### src/design/lnge_pkg.sv
// Types, constants and tables shared by the noise gate modules.
`timescale 1ns / 1ps
package lnge_pkg;

  localparam int SAMPLE_BITS = 24;
  localparam int DELAY_DEPTH = 2048;
  localparam int ADDR_W      = $clog2(DELAY_DEPTH);
  localparam int LEVEL_W     = 23;
  localparam int GAIN_W      = 17;
  localparam int LOG_STEPS   = 16;

  localparam logic [GAIN_W-1:0]  UNITY     = 17'd65536;
  localparam logic [LEVEL_W-1:0] MIN_LEVEL = 23'd84;

  typedef struct packed {
    logic signed [SAMPLE_BITS-1:0] left_in;
    logic signed [SAMPLE_BITS-1:0] right_in;
    logic        [LEVEL_W-1:0]     detector_level;
  } sample_t;

  typedef struct packed {
    logic signed [SAMPLE_BITS-1:0] left_out;
    logic signed [SAMPLE_BITS-1:0] right_out;
    logic        [GAIN_W-1:0]      applied_gain;
    logic        [2:0]             gate_phase;
    logic        [LEVEL_W-1:0]     input_peak;
    logic        [SAMPLE_BITS-1:0] output_peak;
  } result_t;

  typedef enum logic [2:0] {
    CFG_MODE      = 3'd0,
    CFG_THRESHOLD = 3'd1,
    CFG_SLOPE     = 3'd2,
    CFG_RANGE     = 3'd3,
    CFG_ATTACK    = 3'd4,
    CFG_RELEASE   = 3'd5,
    CFG_HOLD      = 3'd6,
    CFG_LOOKAHEAD = 3'd7
  } cfg_index_t;

  typedef enum logic [2:0] {
    PH_CLOSED  = 3'd0,
    PH_ATTACK  = 3'd1,
    PH_HOLD    = 3'd2,
    PH_RELEASE = 3'd3,
    PH_OPEN    = 3'd4
  } phase_t;

  typedef enum logic [2:0] {
    S_IDLE,
    S_LOG,
    S_MUL,
    S_EXP,
    S_TGT,
    S_ENV,
    S_APPLY,
    S_DONE
  } state_t;

  typedef struct packed {
    logic       load;
    logic       log_step;
    logic       mul;
    logic       exp_step;
    logic       tgt;
    logic       env;
    logic       apply;
    logic       done;
    logic [3:0] step;
  } ctrl_cmd_t;

  typedef struct packed {
    logic out_free;
  } dp_status_t;

  typedef logic [LOG_STEPS-1:0][29:0] root_table_t;

  function automatic logic [63:0] isqrt64(input logic [63:0] x_in);
    logic [63:0] x;
    logic [63:0] r;
    logic [63:0] b;
    x = x_in;
    r = '0;
    b = 64'h4000_0000_0000_0000;
    for (int i = 0; i < 32; i++) begin
      if (x >= r + b) begin
        x = x - (r + b);
        r = (r >> 1) + b;
      end else begin
        r = r >> 1;
      end
      b = b >> 2;
    end
    return r;
  endfunction

  // Q0.30 factors 2^-(2^-k) for k = 1 to 16, each the root of the one before.
  function automatic root_table_t build_roots();
    root_table_t tab;
    logic [63:0] r;
    r = isqrt64(64'd1 << 59);
    for (int k = 0; k < LOG_STEPS; k++) begin
      tab[k] = r[29:0];
      r = isqrt64(r << 30);
    end
    return tab;
  endfunction

  localparam root_table_t ROOTS = build_roots();

endpackage

### src/design/lnge_ctrl.sv
// Sequencer that steps one item through the gain computation.
`timescale 1ns / 1ps
module lnge_ctrl
  import lnge_pkg::*;
(
  input  logic       clk,
  input  logic       rst,
  input  logic       sample_valid,
  output logic       sample_stall,
  input  dp_status_t status,
  output ctrl_cmd_t  cmd
);

  state_t     state;
  state_t     state_next;
  logic [3:0] count;

  always_ff @(posedge clk) begin
    if (rst) begin
      state <= S_IDLE;
      count <= '0;
    end else begin
      state <= state_next;
      if (state == S_LOG || state == S_EXP) begin
        count <= count + 4'd1;
      end else begin
        count <= '0;
      end
    end
  end

  always_comb begin
    state_next = state;
    unique case (state)
      S_IDLE:  if (sample_valid) state_next = S_LOG;
      S_LOG:   if (count == 4'd15) state_next = S_MUL;
      S_MUL:   state_next = S_EXP;
      S_EXP:   if (count == 4'd15) state_next = S_TGT;
      S_TGT:   state_next = S_ENV;
      S_ENV:   state_next = S_APPLY;
      S_APPLY: state_next = S_DONE;
      S_DONE:  if (status.out_free) state_next = S_IDLE;
      default: state_next = S_IDLE;
    endcase
  end

  always_comb begin
    cmd          = '0;
    cmd.step     = count;
    sample_stall = 1'b1;
    unique case (state)
      S_IDLE: begin
        sample_stall = 1'b0;
        cmd.load     = sample_valid;
      end
      S_LOG:   cmd.log_step = 1'b1;
      S_MUL:   cmd.mul      = 1'b1;
      S_EXP:   cmd.exp_step = 1'b1;
      S_TGT:   cmd.tgt      = 1'b1;
      S_ENV:   cmd.env      = 1'b1;
      S_APPLY: cmd.apply    = 1'b1;
      S_DONE:  cmd.done     = status.out_free;
      default: cmd          = '0;
    endcase
  end

endmodule

### config.mk
export PLATFORM = sky130hd
export DESIGN_NAME = lnge_ctrl
export DESIGN_NICKNAME = d
export VERILOG_FILES = /design/src/design/lnge_pkg.sv /design/src/design/lnge_ctrl.sv
export SDC_FILE = /design/constraint.sdc
export NUM_CORES = 1
export LEC_CHECK = 0
export BUFFER_PORTS_ARGS = -buffer_cell sky130_fd_sc_hd__buf_2
export CAP_MARGIN = 20
export CORE_AREA = 4 4 41 43
export CTS_BUF_LIST = sky130_fd_sc_hd__clkbuf_8
export DETAILED_ROUTE_END_ITERATION = 12
export DIE_AREA = 0 0 45 47
export PLACE_DENSITY_LB_ADDON = 0.15
export REMOVE_ABC_BUFFERS = 1
export SYNTH_ARGS = -nofsm -noshare
export SYNTH_HDL_FRONTEND = slang
export SYNTH_SLANG_ARGS = --single-unit
### constraint.sdc
create_clock -name clk -period 2.5 [get_ports clk]
set_clock_uncertainty 0.05 [all_clocks]
set_input_delay 0.25 -clock clk [delete_from_list [all_inputs] [get_ports clk]]
set_output_delay 0.25 -clock clk [all_outputs]
set_load 0.005 [all_outputs]
==> results_dict.tcl, run 1 <==
set metrics [dict create \
    outcome "finished, final reports clean" \
    grt_use_met3_pct 6.13 \
    dp_hpwl_um 603 \
    num_vias 344 \
    cp.arrival_ns 1.30 \
    final_max_slew_viol_count 0 \
    drv_cap 0 \
    holdBufCountCts 0 \
    ys_types 20 \
    required_ns 2.20 \
    gr-usage-met2_pct 13.8 \
    clk_pin_slew_ns 0.04 \
    nFillCells 155 \
    ys_seq_elements 7 \
    num-nets-final 67 \
    start_util_pct 27.7 \
    post_cts_buffers 0 \
    std_cell_rows 13 \
    startpoint_type "register" \
    die_h_um 47 \
    path_class "reg -> out" \
    finalSetupTns_ns 0 \
    diodes 0 \
    syn_inst 44 \
    hold_viol_final 0 \
    synth_top_cell_by_area "dfxtp_1" \
    cts_tree "yes" \
    core-area_sq_mm 0.00130 \
    worstMarginPinSlew_ns 0.398 \
    routabilityCongestion 0.658 \
    fmax_ghz 0.626 \
    synth_top_area_share_pct 38.9 \
    cellPowerDensity_mw_per_mm2 590 \
    p_total_uw 289 \
    end_kind "primary output" \
    wl_per_cell_um 10.8 \
    post_cts_resized 0 \
    critPathMaxFanout 14 \
    overflow 0 \
    ys_async_sr_fraction_pct 0 \
    via_per_inst 4.53 \
    rsz0062_at_grt "false" \
    htreeDepth 1 \
    synth_ff_type "dfxtp_1" \
    synth_common_cells "9 x nor2_1, 7 x dfxtp_1, 4 x nand2_1" \
    dieArea_sq_mm 0.00212 \
    ios 17 \
    synth.top_cells.by_area "dfxtp_1 39%, nor2_1 9.4%, or3b_1 4.9%" \
    dr.pass1.iters 2 \
    hold-worst-slack_ns 0.173 \
    drtAntennaViolNets 0 \
    syn_area_sq_um 360 \
    avgSynthCellArea_sq_um 8.19 \
    fin_crit_sh_pct 63.8 \
    final_area_sq_um 489 \
    use_met1_pct 9.59 \
    drt-total-wl_um 822 \
    cts_root_buf "clkbuf_8" \
    cts-buffers-inserted 3 \
    slew_headroom_pct 73.4 \
    worstHoldPathType "in -> reg" \
    grt_pass1_vias 317 \
    ys_seq_area_share_pct 38.9 \
    synth.most_common_cell "nor2_1" \
    drt_iter0_markers 2 \
    grt_pass1_wl_um 1320 \
    grt_use_total_pct 8.94 \
    yosys_warnings 0 \
    vdd_drop_max_mv 0.375 \
    clk_latency_ns 0.23 \
    grt_start_max_net_pins 15 \
    antenna_found_initial 0 \
    drive_gt1_share_pct 32.8 \
    p_leak_uw 0.000255 \
    setup_viol 0 \
    drc 0 \
    clk_path_buf_depth 2 \
    cts.sinks 7 \
    die_w_um 45 \
    synth_edf_count 0 \
    place_area_sq_um 444 \
    io_buffers 16 \
    area_growth_syn_to_layout_pct 35.8 \
    top_usage_layer "met2" \
    fin_crit_ns 1.60 \
]
[cells by family after synthesis]
| kind of cell | count (synthesis) | synth area share (%) |
|---|---|---|
| and+or+nand+nor | 26 | 38.2 |
| AOI/OAI and AO/OA | 3 | 8.33 |
| xor gates and xnor gates | 2 | 4.86 |
| DFF | 7 | 38.9 |
| buffers and inverters | 5 | 6.25 |
| adders and majority gates | 1 | 3.47 |
[layer usage]
metal  wire [um]  up-vias
li1            -      183
met1         374      145
met2         340       13
met3          94        3
met4          12        0
met5           0        -
[per-stage QoR]
step	instances	worst slack (ns)	util (%)
finish	76	0.904	37.6
CTS	76	0.900	37.6
global route	76	0.814	37.6
detailed placement	72	1.05	34.1
floorplan	41	1.11	-
global placement	72	1.10	34.1
[cells in the final DEF (no fill, tap or decap)]
cell      Yosys  routed
buf_2         3      16
nor2_1        9       9
dfxtp_1       7       7
nand2_1       4       4
inv_1         2       3
clkbuf_8      0       3
nor3b_1       2       2
or3b_1        2       2
nor3_1        2       2
nand3_1       2       2
and2_1        1       1
and3b_1       1       1
or3_1         1       1
and4_1        1       1
and3_1        1       1
o311a_1       1       1
o221a_1       1       1
a21oi_2       1       1
xor2_1        1       1
xnor2_1       1       1
ha_1          1       1
[sequential cells by signal, indices dropped and copies added (netlist names)]
signal	count
count	4
state	3
[report_power, final]
group,internal [uW],switching [uW],total [uW]
sequential,115,4.03,119
clock,106,46.5,152
combinational,9.04,8.55,17.6
total,230,59.1,289
[critical path, stage by stage, from the launching register on]
cell     delay, ns
dfxtp_1       0.42
or3_1         0.44
nor2_1        0.09
buf_2         0.11
[cell type report]
type                       count  area [sq um]  share of cell area [%]
inverter                       2          7.51                    1.53
clock inverter                 1          3.75                   0.767
timing repair buffer          16          80.1                    16.4
multi-input combinational     32           198                    40.4
clock buffer                   3          41.3                    8.44
sequential                     7           140                    28.6
tap                           15          18.8                    3.84
[final timing paths]
kind / startpoint / to / slack, ns / cells after the start
setup reg to reg: count[0] / state[1] / 1.06 / 4
setup / recovery: state[2] / cmd[11] / 0.90 / 3
hold / removal: rst / state[2] / 0.17 / 2
hold reg to reg: count[0] / count[0] / 0.41 / 1
(Power assumes the default switching activity.)
==> inputs of run 2 (changes only) <==
--- a/config.mk
+++ b/config.mk
@@ -5,6 +5,7 @@
 export SDC_FILE = /design/constraint.sdc
 export NUM_CORES = 1
 export LEC_CHECK = 0
+export ABC_AREA = 1
 export BUFFER_PORTS_ARGS = -buffer_cell sky130_fd_sc_hd__buf_2
 export CAP_MARGIN = 20
 export CORE_AREA = 4 4 41 43
==> constraint.sdc (replaced) <==
create_clock -name clk -period 1.6 [get_ports clk]
set_clock_uncertainty 0.05 [all_clocks]
set_input_delay 0.16 -clock clk [delete_from_list [all_inputs] [get_ports clk]]
set_output_delay 0.16 -clock clk [all_outputs]
set_load 0.005 [all_outputs]
==> results_dict.tcl, run 2 <==
set metrics [dict create \
    outcome "finished, final reports clean" \
    grt_start_max_net_pins 9 \
    rr_startpoint "state[1]" \
    synth_edf_count 0 \
    post_cts_buffers 0 \
    fmax_ghz 0.723 \
    worstHoldPathType "in -> reg" \
    gr-usage-met2_pct 12.7 \
    top_usage_layer "met2" \
    drt-total-wl_um 864 \
    ys_async_sr_fraction_pct 0 \
    grt_use_total_pct 9.73 \
    routabilityCongestion 0.755 \
    diodes 0 \
    finalSetupTns_ns 0 \
    dp_hpwl_um 691 \
    post_cts_resized 0 \
    synth_ff_type "dfxtp_1" \
    htreeDepth 1 \
    vdd_drop_max_mv 0.572 \
    p_total_uw 619 \
    end_kind "primary output" \
    startpoint "state[1]" \
    area_growth_syn_to_layout_pct 36.4 \
    synth_top_cell_by_area "dfxtp_1" \
    setup_viol 0 \
    required_ns 1.39 \
    worst_path_max_delay_cell "dfxtp_1" \
    crit_chain "nand2_1 -> inv_1 -> nand2_1 -> nor2_1 -> buf_2" \
    ys_types 17 \
    dieArea_sq_mm 0.00212 \
    p_leak_uw 0.000290 \
    yosys_warnings 0 \
    drive_gt1_share_pct 35.5 \
    cts_tree "yes" \
    critPathCapture "cmd[4]" \
    cts.sinks 7 \
    grt_pass1_wl_um 1430 \
    synth.most_common_cell "nor2_1" \
    clk_path_buf_depth 2 \
    avgSynthCellArea_sq_um 6.70 \
    hold_viol_final 0 \
    ios 17 \
    drc 0 \
    die_h_um 47 \
    num-nets-final 82 \
    reg2reg_depth 5 \
    synth_common_cells "12 x nor2_1, 9 x nand2_1, 7 x dfxtp_1, 7 x inv_1" \
    overflow 0 \
    startpoint_type "register" \
    num_vias 399 \
    via_per_inst 4.38 \
    cts_root_buf "clkbuf_8" \
    antenna_found_initial 0 \
    synth_top_area_share_pct 36.7 \
    regToRegSetupSlack_ns 0.46 \
    die_w_um 45 \
    fin_crit_sh_pct 86.4 \
    place_ws_ns 0.469 \
    final_max_slew_viol_count 0 \
    use_met1_pct 11.6 \
    layout_commonest_cell "buf_2" \
    holdBufCountCts 0 \
    critPathMaxFanout 8 \
    dp.cells 87 \
    grt_pass1_vias 347 \
    stdcell_count 91 \
    wl_per_cell_um 9.49 \
    grt_use_met3_pct 5.75 \
    reg2reg_to "state[2]" \
    synth.top_cells.by_area "dfxtp_1 37%, nor2_1 12%, nand2_1 8.9%" \
    path_class "reg -> out" \
    ys_seq_elements 7 \
    layout_common_cells "16 x buf_2, 12 x nor2_1, 9 x nand2_1, 8 x inv_1, 7 x dfxtp_1" \
    ys_seq_area_share_pct 36.7 \
    drtAntennaViolNets 0 \
    cts-buffers-inserted 3 \
    hold-worst-slack_ns 0.173 \
    start_util_pct 29.3 \
    largest_reg_flops 4 \
    cp.arrival_ns 1.17 \
    clk_latency_ns 0.22 \
    cp_slowest_stage_delay_ns 0.47 \
    drt_iter0_markers 7 \
    cp_common_cell "nand2_1" \
    setup_slack_ns 0.218 \
    fin_crit_ns 1.38 \
    syn_area_sq_um 382 \
    cellPowerDensity_mw_per_mm2 1190 \
    reg_top3 "count (4), state (3)" \
    dr.pass1.iters 4 \
    std_cell_rows 13 \
    syn_inst 57 \
    largest_register "count" \
    drv_cap 0 \
    slew_headroom_pct 81.3 \
    worstMarginPinSlew_ns 0.280 \
    clk_pin_slew_ns 0.04 \
    io_buffers 16 \
    core-area_sq_mm 0.00130 \
    rsz0062_at_grt "false" \
]
-- run 2: area by class of cell --
class	instances	area, sq um
clock buffer	3	41.3
clock inverter	1	3.75
tap	15	18.8
fill	153	781
multi-input combinational	40	203
sequential	7	140
inverter	9	33.8
timing repair buffer	16	80.1
-- run 2: worst min-delay path by stage --
stage,start,to,slack (ns),depth (start not counted)
floorplan,rst,state[1],0.29,3
global placement,count[0],count[0],0.40,1
detailed placement,count[0],count[0],0.40,1
CTS,rst,state[1],0.18,4
global route,rst,state[0],0.22,4
finish,rst,state[1],0.17,4
-- run 2: layer usage --
| metal | up-vias | part of all wire [%] | wire [um] |
|---|---|---|---|
| met1 | 164 | 46 | 398 |
| met4 | 0 | 1.2 | 10 |
| li1 | 216 | - | - |
| met2 | 17 | 40 | 346 |
| met3 | 2 | 13 | 108 |
| met5 | - | 0 | 0 |
-- run 2: cell families (layout without fill, tap and decap cells) --
kind of cell | Yosys count | count (layout) | share of synthesized area [%]
AOI/OAI and AO/OA | 3 | 3 | 3.93
xor gates and xnor gates | 1 | 1 | 2.30
adders and majority gates | 1 | 1 | 3.28
buffers and inverters | 10 | 29 | 10.2
DFF | 7 | 7 | 36.7
and+or+nand+nor | 35 | 35 | 43.6
-- run 2: power breakdown --
group	total (uW)	switching, uW	internal, uW
clock	239	73.8	166
sequential	225	31.4	193
combinational	155	89.3	65.7
-- run 2: critical path, delay by kind of cell (launching register included) --
family | cells | cell delay (ns)
flip-flops | 1 | 0.47
AND/OR/NAND/NOR | 3 | 0.26
buffers and inverters | 2 | 0.21
-- run 2: metrics by stage --
stage | instance area (sq um) | util (%)
2_1_floorplan | 377 | -
3_3_place_gp | 475 | 36.5
3_5_place_dp | 475 | 36.5
4_1_cts | 520 | 40.0
5_1_grt | 520 | 40.0
6_report | 520 | 40.0
==> inputs of run 3 (changes only) <==
--- a/config.mk
+++ b/config.mk
@@ -5,11 +5,9 @@
 export SDC_FILE = /design/constraint.sdc
 export NUM_CORES = 1
 export LEC_CHECK = 0
-export ABC_AREA = 1
 export BUFFER_PORTS_ARGS = -buffer_cell sky130_fd_sc_hd__buf_2
 export CAP_MARGIN = 20
 export CORE_AREA = 4 4 41 43
-export CTS_BUF_LIST = sky130_fd_sc_hd__clkbuf_8
 export DETAILED_ROUTE_END_ITERATION = 12
 export DIE_AREA = 0 0 45 47
 export PLACE_DENSITY_LB_ADDON = 0.15
==> results_dict.tcl, run 3 (same netlist as run 1, synthesis figures left out) <==
set metrics [dict create \
    outcome "finished, final reports clean" \
    clk_latency_ns 0.24 \
    clk_path_buf_depth 2 \
    worst_path_max_delay_cell "or3_1" \
    regToRegSetupSlack_ns 0.15 \
    routabilityCongestion 0.664 \
    slew_headroom_pct 75.1 \
    hp-start "rst" \
    startpoint_type "register" \
    met2_length_um 364 \
    area_growth_syn_to_layout_pct 30.6 \
    core-area_sq_mm 0.00130 \
    p_leak_uw 0.000243 \
    fin_crit_ns 1.51 \
    rr_startpoint "count[0]" \
    num_vias 346 \
    largest_register "count" \
    crit_chain "or3_1 -> nor2_1 -> buf_2" \
    drv_cap 0 \
    grt_start_max_net_pins 15 \
    required_ns 1.39 \
    critPathMaxFanout 14 \
    die_w_um 45 \
    final_max_slew_viol_count 0 \
    clk_pin_slew_ns 0.05 \
    drt_iter0_markers 1 \
    drt-total-wl_um 784 \
    htreeDepth 1 \
    wl_per_cell_um 10.3 \
    vdd_drop_max_mv 0.569 \
    grt_pass1_wl_um 1310 \
    reg2reg_to "state[1]" \
    setup_slack_ns 0.0947 \
    fin_crit_sh_pct 94.1 \
    wl_met1_um 342 \
    post_cts_buffers 0 \
    post_cts_resized 0 \
    io_buffers 16 \
    place_ws_ns 0.147 \
    ios 17 \
    via_per_inst 4.55 \
    reg_top3 "count (4), state (3)" \
    overflow 0 \
    finalSetupTns_ns 0 \
    cts-buffers-inserted 3 \
    diodes 0 \
    cellPowerDensity_mw_per_mm2 776 \
    drtAntennaViolNets 0 \
    antenna_found_initial 0 \
    top_layer "met3" \
    std_cell_rows 13 \
    path_delay_family "simple AND/OR/NAND/NOR gates" \
    whs_endpoint "state[2]" \
    grt_use_total_pct 8.78 \
    worstHoldPathType "in -> reg" \
    holdBufCountCts 0 \
    setup_viol 0 \
    cts_root_buf "clkbuf_4" \
    path_class "reg -> out" \
    layout_common_cells "16 x buf_2, 9 x nor2_1, 7 x dfxtp_1, 4 x nand2_1, 3 x clkbuf_4" \
    largest_reg_flops 4 \
    cp_slowest_stage_delay_ns 0.44 \
    dieArea_sq_mm 0.00212 \
    drc 0 \
    grt_pass1_vias 332 \
    cts.sinks 7 \
    worstMarginPinSlew_ns 0.373 \
    num-nets-final 67 \
    cp.arrival_ns 1.30 \
    critical_path_buf_inv_count 1 \
    start_util_pct 27.7 \
    dr.pass1.iters 2 \
    hold_depth 2 \
    fmax_ghz 0.664 \
    hold_viol_final 0 \
    rsz0062_at_grt "false" \
    die_h_um 47 \
    drive_gt1_share_pct 32.8 \
    layout_commonest_cell "buf_2" \
    end_kind "primary output" \
    cts_tree "yes" \
    reg2reg_depth 4 \
    wl_met3_um 77 \
]
-- run 3: changes by cell type in the layout (fill, tap and decap cells not counted), moves of 2 or more --
cell / delta
inv_1: -6
nand2_1: -5
clkbuf_4: +3
clkbuf_8: -3
nor2_1: -3
a21oi_1: -2
inv_2: -2
nand3_2: -2
nand4_1: -2
nor2_2: -2
nor3b_1: +2
or3b_1: +2
-- run 3: stage by stage --
step	utilization, %	hold slack, ns	cell area (sq um)	std cells	power (uW)
3_5_place_dp	34.1	0.322	444	72	216
6_report	36.2	0.0683	470	76	365
5_1_grt	36.2	0.0662	470	76	388
3_3_place_gp	34.1	0.326	444	72	216
2_1_floorplan	-	0.172	345	41	200
4_1_cts	36.2	0.0632	470	76	374
-- run 3: cell type report --
cell class	count	area [sq um]
Clock buffer	4	26.3
Fill cell	145	831
Inverter	2	7.51
Multi-Input combinational cell	32	198
Sequential cell	7	140
Tap cell	15	18.8
Timing Repair Buffer	16	80.1
-- run 3: routing by layer --
layer | global-route usage [%] | up-vias
met5 | 0 | -
met4 | 1.75 | 0
met3 | 6.13 | 0
met2 | 15.0 | 12
met1 | 8.90 | 151
li1 | - | 183
-- run 3: report_power, final --
group	leakage, uW	switching (uW)	total (uW)	internal [uW]
registers	0.0000569	6.19	185	179
clock network	0.0000150	58.2	153	94.7
logic	0.000171	13.4	27.4	14.1
total	0.000243	77.7	365	287
-- run 3: worst max-delay path by stage --
stage / startpoint / endpoint / slack, ns / cells past startpoint
finish: state[2] / cmd[11] / 0.09 / 3
global route: state[2] / cmd[11] / 0.004 / 3
CTS: state[2] / cmd[11] / 0.08 / 3
detailed placement: count[0] / state[1] / 0.15 / 4
global placement: count[0] / state[1] / 0.20 / 4
floorplan: count[0] / state[1] / 0.21 / 4
